===== src/hw/rtl/lod_pkg.sv =====
// ----------------------------------------------------------------------------
// lod_pkg
// Shared widths, codes and control types of the offload decider.
// ----------------------------------------------------------------------------
package lod_pkg;

	localparam int FRAC_BITS_DEF = 16;

	localparam int FIELD_W = 32;
	localparam int LOAD_W  = 48;
	localparam int DBL_W   = 48;
	localparam int VBL_W   = 32;
	localparam int COST_W  = 64;

	// Digit-serial multiplier: wide operand times one digit of the other per cycle.
	localparam int MUL_A_W   = 48;
	localparam int MUL_B_W   = 48;
	localparam int MUL_DIG_W = 8;
	localparam int MUL_CNT_W = $clog2(MUL_B_W / MUL_DIG_W + 1);

	localparam int IN_TDATA_W  = 128;
	localparam int OUT_TDATA_W = 88;

	localparam int CFG_IDX_W = 2;
	localparam logic [CFG_IDX_W-1:0] REG_ENERGY_WEIGHT   = 2'd0;
	localparam logic [CFG_IDX_W-1:0] REG_VIOLATION_DRAIN = 2'd1;
	localparam logic [CFG_IDX_W-1:0] REG_ARRIVAL_RATE    = 2'd2;

	typedef enum logic [2:0] {
		OP_LOAD_L = 3'd0,
		OP_LOAD_R = 3'd1,
		OP_EN_L   = 3'd2,
		OP_EN_R   = 3'd3,
		OP_COST_L = 3'd4,
		OP_COST_R = 3'd5
	} op_t;

	typedef struct packed {
		logic idle;
		logic mul_start;
		logic capture;
		logic commit;
		op_t  op;
	} ctl_t;

endpackage


===== src/hw/rtl/lod_mul.sv =====
// ----------------------------------------------------------------------------
// lod_mul
// Digit-serial unsigned multiplier, one digit of the second operand a cycle.
// ----------------------------------------------------------------------------
module lod_mul #(
	parameter int A_W   = 48,
	parameter int B_W   = 48,
	parameter int DIG_W = 8,
	localparam int CNT_W = $clog2(B_W / DIG_W + 1)
) (
	input  logic               clk,
	input  logic               arst_n,
	input  logic               start,
	input  logic [A_W-1:0]     a,
	input  logic [B_W-1:0]     b,
	input  logic [CNT_W-1:0]   ndig,
	output logic               busy,
	output logic [A_W+B_W-1:0] p
);

	logic [A_W-1:0]       a_q;
	logic [A_W+B_W-1:0]   p_q;
	logic [CNT_W-1:0]     cnt_q;
	logic [A_W+DIG_W-1:0] partial;

	// The upper half accumulates while the consumed digits of b shift out below.
	assign partial = (A_W+DIG_W)'(p_q[A_W+B_W-1:B_W]) + a_q * p_q[DIG_W-1:0];

	always_ff @(posedge clk or negedge arst_n) begin
		if (!arst_n) begin
			cnt_q <= '0;
		end else if (start) begin
			cnt_q <= ndig;
		end else if (cnt_q != '0) begin
			cnt_q <= cnt_q - CNT_W'(1);
		end
	end

	always_ff @(posedge clk) begin
		if (start) begin
			a_q <= a;
			p_q <= {{A_W{1'b0}}, b};
		end else if (cnt_q != '0) begin
			p_q <= {partial, p_q[B_W-1:DIG_W]};
		end
	end

	assign busy = (cnt_q != '0);
	assign p    = p_q;

endmodule


===== src/hw/rtl/lod_ctrl.sv =====
// ----------------------------------------------------------------------------
// lod_ctrl
// Sequencer that walks the six products of one request and commits the decision.
// ----------------------------------------------------------------------------
module lod_ctrl
	import lod_pkg::*;
(
	input  logic clk,
	input  logic arst_n,
	input  logic in_accept,
	input  logic mul_busy,
	input  logic slot_free,
	output ctl_t ctl
);

	typedef enum logic [3:0] {
		ST_IDLE   = 4'b0001,
		ST_ISSUE  = 4'b0010,
		ST_WAIT   = 4'b0100,
		ST_DECIDE = 4'b1000
	} state_t;

	state_t state_q;
	op_t    op_q;

	always_ff @(posedge clk or negedge arst_n) begin
		if (!arst_n) begin
			state_q <= ST_IDLE;
			op_q    <= OP_LOAD_L;
		end else begin
			unique case (state_q)
				ST_IDLE: begin
					if (in_accept) begin
						state_q <= ST_ISSUE;
						op_q    <= OP_LOAD_L;
					end
				end
				ST_ISSUE: begin
					state_q <= ST_WAIT;
				end
				ST_WAIT: begin
					if (!mul_busy) begin
						if (op_q == OP_COST_R) begin
							state_q <= ST_DECIDE;
						end else begin
							state_q <= ST_ISSUE;
							op_q    <= op_t'(op_q + 3'd1);
						end
					end
				end
				ST_DECIDE: begin
					if (slot_free) begin
						state_q <= ST_IDLE;
					end
				end
				default: begin
					state_q <= ST_IDLE;
				end
			endcase
		end
	end

	always_comb begin
		ctl           = '0;
		ctl.op        = op_q;
		ctl.idle      = (state_q == ST_IDLE);
		ctl.mul_start = (state_q == ST_ISSUE);
		ctl.capture   = (state_q == ST_WAIT) && !mul_busy;
		ctl.commit    = (state_q == ST_DECIDE) && slot_free;
	end

endmodule


===== src/hw/rtl/lyapunov_offload_decider.sv =====
// ----------------------------------------------------------------------------
// lyapunov_offload_decider
// Drift-plus-penalty offload decision with delay and violation virtual queues.
// ----------------------------------------------------------------------------
// One request is worked on at a time; the block accepts the next one only
// after it has committed the decision on the last and returned to idle.
// The pace is set by the 48 x 8 bit digit-serial multiplier: four products
// of 32-bit operands run over four digits each, the two backlog products over
// six; each product passes through an issue and a wait state, and the
// request closes with the decision and the idle state that takes the next. A
// finished result waits in the output register while the next request is
// accepted and computed; the decision stalls only if that register is still
// full when the next result is ready.
module lyapunov_offload_decider
	import lod_pkg::*;
#(
	parameter int FRAC_BITS = FRAC_BITS_DEF
) (
	input  logic                   clk,
	input  logic                   arst_n,
	input  logic                   cfg_we,
	input  logic [CFG_IDX_W-1:0]   cfg_index,
	input  logic [FIELD_W-1:0]     cfg_data,
	input  logic                   s_axis_tvalid,
	output logic                   s_axis_tready,
	// local_delay, remote_delay, local_energy, remote_energy
	input  logic [IN_TDATA_W-1:0]  s_axis_tdata,
	output logic                   m_axis_tvalid,
	input  logic                   m_axis_tready,
	// offload, delay_backlog_out, violation_backlog_out, zero fill
	output logic [OUT_TDATA_W-1:0] m_axis_tdata
);

	localparam logic [63:0] EW_WIDE = 64'd800 << FRAC_BITS;
	localparam logic [FIELD_W-1:0] EW_RST =
		(EW_WIDE > 64'hFFFF_FFFF) ? 32'hFFFF_FFFF : EW_WIDE[31:0];
	localparam logic [63:0] DRAIN_WIDE = ((64'd1 << FRAC_BITS) + 64'd5) / 64'd10;
	localparam logic [FIELD_W-1:0] DRAIN_RST = DRAIN_WIDE[31:0];
	localparam logic [63:0] AR_WIDE = (FRAC_BITS >= 16) ?
		(64'd1395355 << ((FRAC_BITS - 16) & 31)) :
		(64'd1395355 >> ((16 - FRAC_BITS) & 31));
	localparam logic [FIELD_W-1:0] AR_RST =
		(AR_WIDE > 64'hFFFF_FFFF) ? 32'hFFFF_FFFF : AR_WIDE[31:0];

	localparam logic [DBL_W-1:0] ONE_D = DBL_W'(1) << FRAC_BITS;
	localparam logic [VBL_W-1:0] ONE_V = VBL_W'(1) << FRAC_BITS;

	localparam logic [MUL_CNT_W-1:0] NARROW_DIG = MUL_CNT_W'(FIELD_W / MUL_DIG_W);
	localparam logic [MUL_CNT_W-1:0] FULL_DIG   = MUL_CNT_W'(MUL_B_W / MUL_DIG_W);
	localparam int PROD_W = MUL_A_W + MUL_B_W;

	ctl_t ctl;
	logic in_accept;
	logic slot_free;

	logic [FIELD_W-1:0] ew_q, drain_q, ar_q;
	logic [DBL_W-1:0]   dbl_q;
	logic [VBL_W-1:0]   vbl_q;

	logic [FIELD_W-1:0] dl_q, dr_q, el_q, er_q;
	logic               viol_r_q;
	logic [LOAD_W-1:0]  load_l_q, load_r_q;
	logic [COST_W-1:0]  en_l_q, en_r_q, cost_l_q, cost_r_q;

	logic                 m_tvalid_q;
	logic                 out_off_q;
	logic [DBL_W-1:0]     out_dbl_q;
	logic [VBL_W-1:0]     out_vbl_q;

	logic [MUL_A_W-1:0]   mul_a;
	logic [MUL_B_W-1:0]   mul_b;
	logic [MUL_CNT_W-1:0] mul_ndig;
	logic                 mul_busy;
	logic [PROD_W-1:0]    mul_p;

	logic [2*FIELD_W-1:0] prod_n, sh_n;
	logic [PROD_W-1:0]    sh_w;
	logic [LOAD_W-1:0]    load_sat;
	logic [COST_W-1:0]    en_val, term, en_sel, cost_val;
	logic [COST_W:0]      cost_sum;
	logic [FIELD_W+1:0]   d_ext, limit3;

	logic               off;
	logic [LOAD_W-1:0]  load_sel;
	logic               viol_sel;
	logic [DBL_W-1:0]   dbl_drained, dbl_next;
	logic [DBL_W:0]     dbl_sum;
	logic [VBL_W-1:0]   vbl_drained, vbl_next;
	logic [VBL_W:0]     vbl_sum;

	assign in_accept     = s_axis_tvalid && s_axis_tready;
	assign s_axis_tready = ctl.idle;
	assign slot_free     = !m_tvalid_q || m_axis_tready;

	lod_ctrl u_ctrl (
		.clk       (clk),
		.arst_n    (arst_n),
		.in_accept (in_accept),
		.mul_busy  (mul_busy),
		.slot_free (slot_free),
		.ctl       (ctl)
	);

	always_comb begin
		mul_a    = '0;
		mul_b    = '0;
		mul_ndig = NARROW_DIG;
		case (ctl.op)
			OP_LOAD_L: begin
				mul_a = MUL_A_W'(dl_q);
				mul_b = MUL_B_W'(ar_q);
			end
			OP_LOAD_R: begin
				mul_a = MUL_A_W'(dr_q);
				mul_b = MUL_B_W'(ar_q);
			end
			OP_EN_L: begin
				mul_a = MUL_A_W'(ew_q);
				mul_b = MUL_B_W'(el_q);
			end
			OP_EN_R: begin
				mul_a = MUL_A_W'(ew_q);
				mul_b = MUL_B_W'(er_q);
			end
			OP_COST_L: begin
				mul_a    = MUL_A_W'(load_l_q);
				mul_b    = MUL_B_W'(dbl_q);
				mul_ndig = FULL_DIG;
			end
			OP_COST_R: begin
				mul_a    = MUL_A_W'(load_r_q);
				mul_b    = MUL_B_W'(dbl_q);
				mul_ndig = FULL_DIG;
			end
			default: begin
				mul_a = '0;
			end
		endcase
	end

	lod_mul #(
		.A_W   (MUL_A_W),
		.B_W   (MUL_B_W),
		.DIG_W (MUL_DIG_W)
	) u_mul (
		.clk    (clk),
		.arst_n (arst_n),
		.start  (ctl.mul_start),
		.a      (mul_a),
		.b      (mul_b),
		.ndig   (mul_ndig),
		.busy   (mul_busy),
		.p      (mul_p)
	);

	// A run over fewer digits leaves the product higher up in the register.
	assign prod_n   = mul_p[MUL_B_W+FIELD_W-1:MUL_B_W-FIELD_W];
	assign sh_n     = prod_n >> FRAC_BITS;
	assign load_sat = ((sh_n >> LOAD_W) != '0) ? '1 : sh_n[LOAD_W-1:0];

	// The violation backlog rides along with the remote energy term; all terms
	// are non-negative, so saturating the total once gives the same answer.
	assign en_val = sh_n + ((viol_r_q && ctl.op == OP_EN_R) ? COST_W'(vbl_q) : '0);

	assign sh_w     = mul_p >> FRAC_BITS;
	assign term     = ((sh_w >> COST_W) != '0) ? '1 : sh_w[COST_W-1:0];
	assign en_sel   = (ctl.op == OP_COST_R) ? en_r_q : en_l_q;
	assign cost_sum = {1'b0, term} + {1'b0, en_sel};
	assign cost_val = cost_sum[COST_W] ? '1 : cost_sum[COST_W-1:0];

	// Remote delay is late when twice it exceeds three times the local delay.
	assign d_ext  = {2'b0, s_axis_tdata[2*FIELD_W-1:FIELD_W]} << 1;
	assign limit3 = ({2'b0, s_axis_tdata[FIELD_W-1:0]} << 1) +
		{2'b0, s_axis_tdata[FIELD_W-1:0]};

	always_ff @(posedge clk) begin
		if (in_accept) begin
			dl_q     <= s_axis_tdata[FIELD_W-1:0];
			dr_q     <= s_axis_tdata[2*FIELD_W-1:FIELD_W];
			el_q     <= s_axis_tdata[3*FIELD_W-1:2*FIELD_W];
			er_q     <= s_axis_tdata[4*FIELD_W-1:3*FIELD_W];
			viol_r_q <= (d_ext > limit3);
		end
		if (ctl.capture) begin
			case (ctl.op)
				OP_LOAD_L: load_l_q <= load_sat;
				OP_LOAD_R: load_r_q <= load_sat;
				OP_EN_L:   en_l_q   <= en_val;
				OP_EN_R:   en_r_q   <= en_val;
				OP_COST_L: cost_l_q <= cost_val;
				OP_COST_R: cost_r_q <= cost_val;
				default: begin
				end
			endcase
		end
	end

	always_ff @(posedge clk or negedge arst_n) begin
		if (!arst_n) begin
			ew_q    <= EW_RST;
			drain_q <= DRAIN_RST;
			ar_q    <= AR_RST;
		end else if (cfg_we) begin
			unique case (cfg_index)
				REG_ENERGY_WEIGHT:   ew_q    <= cfg_data;
				REG_VIOLATION_DRAIN: drain_q <= cfg_data;
				REG_ARRIVAL_RATE:    ar_q    <= cfg_data;
				default: begin
				end
			endcase
		end
	end

	// Ties stay local.
	assign off      = (cost_r_q < cost_l_q);
	assign load_sel = off ? load_r_q : load_l_q;
	assign viol_sel = off && viol_r_q;

	assign dbl_drained = (dbl_q > ONE_D) ? (dbl_q - ONE_D) : '0;
	assign dbl_sum     = {1'b0, dbl_drained} + {1'b0, load_sel};
	assign dbl_next    = dbl_sum[DBL_W] ? '1 : dbl_sum[DBL_W-1:0];

	assign vbl_drained = (vbl_q > drain_q) ? (vbl_q - drain_q) : '0;
	assign vbl_sum     = {1'b0, vbl_drained} + (viol_sel ? {1'b0, ONE_V} : '0);
	assign vbl_next    = vbl_sum[VBL_W] ? '1 : vbl_sum[VBL_W-1:0];

	always_ff @(posedge clk or negedge arst_n) begin
		if (!arst_n) begin
			dbl_q      <= '0;
			vbl_q      <= '0;
			m_tvalid_q <= 1'b0;
		end else if (ctl.commit) begin
			dbl_q      <= dbl_next;
			vbl_q      <= vbl_next;
			m_tvalid_q <= 1'b1;
		end else if (m_axis_tready) begin
			m_tvalid_q <= 1'b0;
		end
	end

	always_ff @(posedge clk) begin
		if (ctl.commit) begin
			out_off_q <= off;
			out_dbl_q <= dbl_next;
			out_vbl_q <= vbl_next;
		end
	end

	assign m_axis_tvalid = m_tvalid_q;
	assign m_axis_tdata  = {
		(OUT_TDATA_W - 1 - DBL_W - VBL_W)'(0), out_vbl_q, out_dbl_q, out_off_q
	};

endmodule


===== config.mk =====
export PLATFORM = sky130hd
export DESIGN_NAME = lyapunov_offload_decider
export DESIGN_NICKNAME = d
export VERILOG_FILES = /design/src/hw/rtl/lod_pkg.sv /design/src/hw/rtl/lod_mul.sv /design/src/hw/rtl/lod_ctrl.sv /design/src/hw/rtl/lyapunov_offload_decider.sv
export SDC_FILE = /design/constraint.sdc
export NUM_CORES = 2
export LEC_CHECK = 0
export BUFFER_PORTS_ARGS = -buffer_cell sky130_fd_sc_hd__buf_2
export CELL_PAD_IN_SITES_DETAIL_PLACEMENT = 1
export CELL_PAD_IN_SITES_GLOBAL_PLACEMENT = 1
export CORE_ASPECT_RATIO = 1.25
export CORE_MARGIN = 10
export CORE_UTILIZATION = 56
export CTS_BUF_LIST = sky130_fd_sc_hd__clkbuf_8
export DETAILED_ROUTE_END_ITERATION = 6
export GPL_TIMING_DRIVEN = 0
export PLACE_DENSITY_LB_ADDON = 0.25
export SETUP_SLACK_MARGIN = 0.1
export SYNTH_ARGS = -nofsm -noshare
export SYNTH_HDL_FRONTEND = slang
export SYNTH_SLANG_ARGS = --single-unit
export TNS_END_PERCENT = 1

===== constraint.sdc =====
create_clock -name clk -period 14.2 [get_ports clk]
set_clock_uncertainty 0.1 [all_clocks]
set_input_delay 1.42 -clock clk [delete_from_list [all_inputs] [get_ports clk]]
set_output_delay 1.42 -clock clk [all_outputs]
set_load 0.02 [all_outputs]

After elaboration in Yosys (flattened, before gate mapping)
Index checks and enable logic that the tools add are counted.
Operators by class
  add/sub/neg operators: 10
  multipliers: 1
  $lt $le $gt $ge: 4
  eq/ne operators: 15
  muxes and demuxes: 28
  reductions and logical operators: 29
Operators with widths (count)
  two-way mux 48 bit: 5
  case mux 48 bit (5 select lines): 1
  two-way mux 64 bit: 3
  case mux 48 bit (4 select lines): 1
  two-way mux 32 bit: 3
  nonzero test 96 bit: 1
  adder 64 x 64 -> 65 bit: 1
  < comparator 64 bit: 1
  adder 48 x 56 -> 56 bit: 1
  multiplier 48 x 8 -> 56 bit: 1
  adder 48 x 32 -> 49 bit: 1
  adder 48 x 48 -> 49 bit: 1
  greater-than comparator 48 x 17 -> 1 bit, second input constant: 1
  subtractor 48 x 17 -> 48 bit, second input constant: 1
  adder 33 x 32 -> 34 bit: 1
  greater-than comparator 33 x 34 -> 1 bit: 1
  adder 32 x 17 -> 33 bit: 1
  greater-than comparator 32 bit: 1
  subtractor 32 bit: 1
  AND reduction 2 bit: 9
  two-way mux 17 bit: 1
  two-way mux 4 bit: 4
  case mux 4 bit (4 select lines): 1
  two-way mux 3 bit: 5
  other kinds (26): 40
Storage, ports and cells
  flip-flop bits (word level): 893
  output and inout port bits: 90
  word-level logic and storage cells: 113

Depth between registers and ports, before layout
  word-level depth: 5
  gate-level depth with buffers: 28
  gate-level depth less buffers: 26

Cells and area by module
Synthesis repeated with hierarchy kept, for this count alone.
Second synthesis, totals
  cell total of the unflattened synthesis: 6080
  area, all modules: 63169.3 um^2
Modules (own cells, without submodules)
  lyapunov_offload_decider: instances 1, cells an instance 4092, area an instance 44064.8 um^2
  lod_mul: instances 1, cells an instance 1941, area an instance 18660.4 um^2
  lod_ctrl: instances 1, cells an instance 47, area an instance 444.2 um^2

Worst setup path after synthesis
Ideal clock, no wire load.
  path kind: reg-to-reg
  start point: register u_mul.p_q[7], in the netlist u_mul.p[7]
  end point: register u_mul.p_q[92], in the netlist u_mul.p[92]
  setup time: 0.202 ns
  arrival: 5.762 ns
  data required time: 13.898 ns
  slack: 8.136 ns
  cell stages (with the launch flop): 21
  path buffers: 2
  clock period less this slack: 6.064 ns
  cell sequence: edfxtp_1 -> clkbuf_1 -> clkbuf_1 -> nand2_1 -> fa_1 -> fa_1 -> fa_1 -> inv_1 -> fa_1 -> ha_1 -> a2111oi_0 -> a211oi_1 -> o2111ai_1 -> nand3_1 -> a31oi_1 -> a2111oi_0 -> o41ai_2 -> nor3_1 -> a311oi_1 -> xor2_1 -> o22ai_1
Between the ends
  cells in the longest elaborated chain, start to end: 2
Ends and longest elaborated chain
  start: declaration: RTL line lod_mul.sv:22  | logic [A_W+B_W-1:0] p_q;
  start signal: assignment: RTL line lod_mul.sv:42  | p_q <= {{A_W{1'b0}}, b};
  start signal: assignment: RTL line lod_mul.sv:44  | p_q <= {partial, p_q[B_W-1:DIG_W]};
  multiplier 48 x 8 -> 56 bit: RTL line lod_mul.sv:27  | assign partial = (A_W+DIG_W)'(p_q[A_W+B_W-1:B_W]) + a_q * p_q[DIG_W-1:0];
  adder 48 x 56 -> 56 bit: RTL line lod_mul.sv:27
Every way passes these cells.
A chain may end at the register's enable or synchronous reset.

Worst setup path in the final report
  start point: register cost_r_q[49]
  end point: register out_dbl_q[39], data pin
Between the ends
  cells in the longest elaborated chain, start to end: 4
Ends and longest elaborated chain
  start: declaration: RTL line lyapunov_offload_decider.sv:63  | logic [COST_W-1:0] en_l_q, en_r_q, cost_l_q, cost_r_q;
  start signal: assignment: RTL line lyapunov_offload_decider.sv:191  | OP_COST_R: cost_r_q <= cost_val;
  < comparator 64 bit: RTL line lyapunov_offload_decider.sv:215  | assign off = (cost_r_q < cost_l_q);
  two-way mux 48 bit: RTL line lyapunov_offload_decider.sv:216  | assign load_sel = off ? load_r_q : load_l_q;
  adder 48 x 48 -> 49 bit: RTL line lyapunov_offload_decider.sv:220  | assign dbl_sum = {1'b0, dbl_drained} + {1'b0, load_sel};
  two-way mux 48 bit: RTL line lyapunov_offload_decider.sv:221  | assign dbl_next = dbl_sum[DBL_W] ? '1 : dbl_sum[DBL_W-1:0];
  via dbl_next[39]: RTL line lyapunov_offload_decider.sv:86  | logic [DBL_W-1:0] dbl_drained, dbl_next;
  end signal: assignment: RTL line lyapunov_offload_decider.sv:244  | out_dbl_q <= dbl_next;
  end: declaration: RTL line lyapunov_offload_decider.sv:67  | logic [DBL_W-1:0] out_dbl_q;
The timed path passes the listed nets, and every way through them passes these cells.

==> reports/summary.txt <==
RUN STATUS
------------------------------------------------------------------------------------------------------
Status                                                                                    finished, violations left
Violations in the final reports                                                           design-rule violations

CLOCK TREE
------------------------------------------------------------------------------------------------------
Library cell used as clock root buffer                                                    sky130_fd_sc_hd__clkbuf_8
CTS sink count                                                                                     863
Clock transition at the register clock pins on the worst setup and hold paths after CTS        0.07 ns
Max clock buf depth                                                                                  3
Worst-Skew Late Latency                                                                        0.90 ns
Post-CTS setup buffer count                                                                          0
Post-cts repair resize count                                                                         0
CTS buffer count                                                                                   145
Depth of the CTS H-tree                                                                              4
Hold bufs inserted after CTS                                                                         0
Clock tree from TritonCTS                                                                         done

PLACED DESIGN
------------------------------------------------------------------------------------------------------
Routability cong.                                                                                0.994
PortBufs                                                                                           249
Total half-perimeter wirelength after legalization and detailed placement                    181000 um

YOSYS
------------------------------------------------------------------------------------------------------
Sequential area share after synthesis                                                            41.1%
Main synth FF type                                                                        sky130_fd_sc_hd__edfxtp_1
Simple-gate area share of the yosys netlist                                                      14.8%
Fraction of registers with async set/reset                                                       21.7%
Post-synth EDFFs                                                                                   628
Parity-gate share of the synthesized area counting xor and xnor cells                            3.67%
Dominant combinational cell family by area after synthesis                                 adder cells
Library cell occupying the most area in the post-synthesis netlist                        sky130_fd_sc_hd__edfxtp_1
Fraction of post-synthesis cell area in the top cell type by area                                31.6%
Post-Synthesis Mean Instance Area                                                            10.4 um^2
Number of warnings reported in the yosys synthesis log                                               0
Most common cell in the synthesized netlist                                               sky130_fd_sc_hd__nand2_1
Main area contributors after synthesis                                                    sky130_fd_sc_hd__edfxtp_1, sky130_fd_sc_hd__fa_1, sky130_fd_sc_hd__ha_1, sky130_fd_sc_hd__dfrtp_1, sky130_fd_sc_hd__nand2_1
Number of register bits inferred by synthesis                                                      863
Combined area of all synthesized cells                                                      59700 um^2
Library cells used by synthesis                                                                    106
Ranking of synthesized cells by instance count                                            sky130_fd_sc_hd__nand2_1, sky130_fd_sc_hd__edfxtp_1, sky130_fd_sc_hd__inv_1
Adder and majority cell fraction of the synthesized area                                         18.9%
Compound-cell area share of the yosys netlist                                                    12.5%
Mapped Cells                                                                                      5745
Multiplexer fraction of the synthesized cell area                                                3.90%

DRT
------------------------------------------------------------------------------------------------------
DR WL/cell                                                                                     30.7 um
DRC violation total after the first TritonRoute iteration                                         5301
Remaining DRCs                                                                                       1
Number of vias in the routed layout                                                              49896
Total Wirelength                                                                             236000 um
Final antenna-violating net count                                                                    0
Number of iterations in the first detailed-routing pass                                              7
Average vias per placed instance                                                                  6.48

GLOBAL ROUTE
------------------------------------------------------------------------------------------------------
First-pass GRT wire length                                                                   347000 um
Maximum number of pins on one net before global-route repair                                       114
Overall overflow remaining after global route                                                        0
Number of global-route vias before repair                                                        53798
Antenna violations before repair                                                                    14
Overall global routing resource usage                                                            38.7%

WORST SETUP PATH
------------------------------------------------------------------------------------------------------
Critical path startpoint category                                                             register
Crit Path Max Fanout                                                                                10
Critical Path Sink Type                                                                       register
WP data required                                                                              14.64 ns
Category of the critical setup timing path                                                register to register
Critical path arrival                                                                         10.44 ns

DIE
------------------------------------------------------------------------------------------------------
Top Ports                                                                                          257
Floorplan Core Area                                                                        106000 um^2
Vertical die dimension                                                                          385 um
Number of placement rows                                                                           133
Initial standard-cell utilization of the core                                                    56.6%
Die width                                                                                       312 um
Die Area                                                                                   120000 um^2

STA
------------------------------------------------------------------------------------------------------
Period minus WS final                                                                          10.0 ns
Slew HR                                                                                          3.25%
Fraction of the cycle the final worst path needs                                                 70.4%
Slew @ Worst Pin                                                                               1.45 ns
Summed negative setup slack over all endpoints                                                    0 ns
Count of pins over their slew limit                                                                  0
Final setup violation count                                                                          0
Highest clock frequency the design can meet                                                    100 MHz
Total count of hold-check failures in the final report                                               0
RSZ-0062 raised after global routing                                                             false

CELLS AND AREA
------------------------------------------------------------------------------------------------------
Fraction of layout cells with a size suffix above 1                                              12.8%
Synth-to-layout area growth                                                                      10.7%
NumNets Final                                                                                     7031

HOLD PATH
------------------------------------------------------------------------------------------------------
Worst Hold Class                                                                          register to register

JOB
------------------------------------------------------------------------------------------------------
Number of maximum-capacitance constraint violations                                                  0

path summary, 6_finish.rpt:
check | start | end | slack, ns | depth (start not counted)
max in group asynchronous | arst_n | ew_q[1] | 12.44 | 2
hold / removal | u_mul.p[67] | load_l_q[35] | 0.37 | 0
min in group asynchronous | arst_n | vbl_q[2] | 0.43 | 1
setup / recovery | cost_r_q[49] | out_dbl_q[39] | 4.20 | 26
hold reg to reg | u_mul.p[67] | load_l_q[35] | 0.37 | 0
setup reg to reg | cost_r_q[49] | out_dbl_q[39] | 4.20 | 26
layout by cell type, fill, tap and decap left out, types with 204 or more instances in the layout:
| cell | count |
|---|---|
| sky130_fd_sc_hd__nand2_1 | 737 |
| sky130_fd_sc_hd__edfxtp_1 | 628 |
| sky130_fd_sc_hd__inv_1 | 606 |
| sky130_fd_sc_hd__ha_1 | 374 |
| sky130_fd_sc_hd__fa_1 | 329 |
| sky130_fd_sc_hd__a21oi_1 | 301 |
| sky130_fd_sc_hd__buf_2 | 257 |
| sky130_fd_sc_hd__and2_1 | 250 |
| sky130_fd_sc_hd__nor2_1 | 227 |
| sky130_fd_sc_hd__mux2_2 | 204 |
sequential cells by signal, summed over array words and instances, names as in the netlist, 3 cells and up:
signal / cells
u_mul.p: 96
ew_q: 32
dl_q: 32
cost_l_q: 64
u_ctrl.op_q: 3
er_q: 32
en_r_q: 49
u_ctrl.state_q: 4
vbl_q: 32
en_l_q: 49
out_dbl_q: 48
u_mul.cnt_q: 3
dr_q: 32
u_mul.a_q: 48
ar_q: 32
out_vbl_q: 32
el_q: 32
cost_r_q: 64
dbl_q: 48
load_l_q: 48
drain_q: 32
load_r_q: 48
worst max-delay path, stage by stage, from the launching register on:
cell,delay (ns)
sky130_fd_sc_hd__edfxtp_1,0.37
sky130_fd_sc_hd__ha_1,0.31
sky130_fd_sc_hd__a21o_1,0.20
sky130_fd_sc_hd__a21o_1,0.18
sky130_fd_sc_hd__a21o_1,0.17
sky130_fd_sc_hd__a21o_1,0.17
sky130_fd_sc_hd__a21o_1,0.17
sky130_fd_sc_hd__a21o_1,0.17
sky130_fd_sc_hd__a21oi_1,0.14
sky130_fd_sc_hd__or3_1,0.15
sky130_fd_sc_hd__nand4_1,0.15
sky130_fd_sc_hd__a21oi_1,1.13
sky130_fd_sc_hd__clkbuf_1,0.88
sky130_fd_sc_hd__mux2_2,0.48
sky130_fd_sc_hd__ha_1,0.38
sky130_fd_sc_hd__a21o_1,0.20
sky130_fd_sc_hd__a21oi_1,0.33
sky130_fd_sc_hd__o21a_1,0.25
sky130_fd_sc_hd__a2111oi_0,0.21
sky130_fd_sc_hd__o31ai_1,0.51
sky130_fd_sc_hd__a21oi_2,0.19
sky130_fd_sc_hd__a31oi_1,0.26
sky130_fd_sc_hd__o31ai_1,0.15
sky130_fd_sc_hd__o21ai_1,0.75
sky130_fd_sc_hd__clkbuf_1,0.64
sky130_fd_sc_hd__buf_1,0.61
sky130_fd_sc_hd__nand2_1,0.39
cells by family (layout without fill, tap and decap cells):
family	after synthesis	count (layout)
flops	863	863
fa+ha+maj	703	703
buf+inv	794	1322
compound gates	1118	1118
xor+xnor	250	250
simple gates	1809	1809
other cells	1	13
mux	207	207
area by class of cell:
cell class,count,area (um^2)
clock inverter,105,773
timing repair buffer,263,1540
inverter,563,2110
multi-input combinational,4094,32100
antenna,6,15.0
fill,11574,39500
sequential,863,24500
buffer,231,956
clock buffer,160,2200
tap,1417,1770
per-stage QoR:
stage | hold WS [ns] | worst slack [ns] | util (%) | area [um^2] | cells
6_report | 0.370 | 4.20 | 62.6 | 66000 | 7702
3_3_place_gp | 0.326 | 4.87 | 59.4 | 62700 | 7417
2_1_floorplan | 0.324 | 8.14 | - | 59700 | 5751
4_1_cts | 0.362 | 4.57 | 62.6 | 66000 | 7696
3_5_place_dp | 0.351 | 4.71 | 59.8 | 63100 | 7431
5_1_grt | 0.375 | 4.15 | 62.6 | 66000 | 7697
routing by layer:
layer	wire (um)	GRT usage, %	up-vias
met5	57	0	-
met4	21600	30.5	8
met3	21000	8.32	900
met2	113000	64.5	2738
met1	81100	43.0	25284
li1	-	-	20966
Power is not shown: default switching activity piles up to over one toggle a cycle in this logic, so the estimate is an artifact.
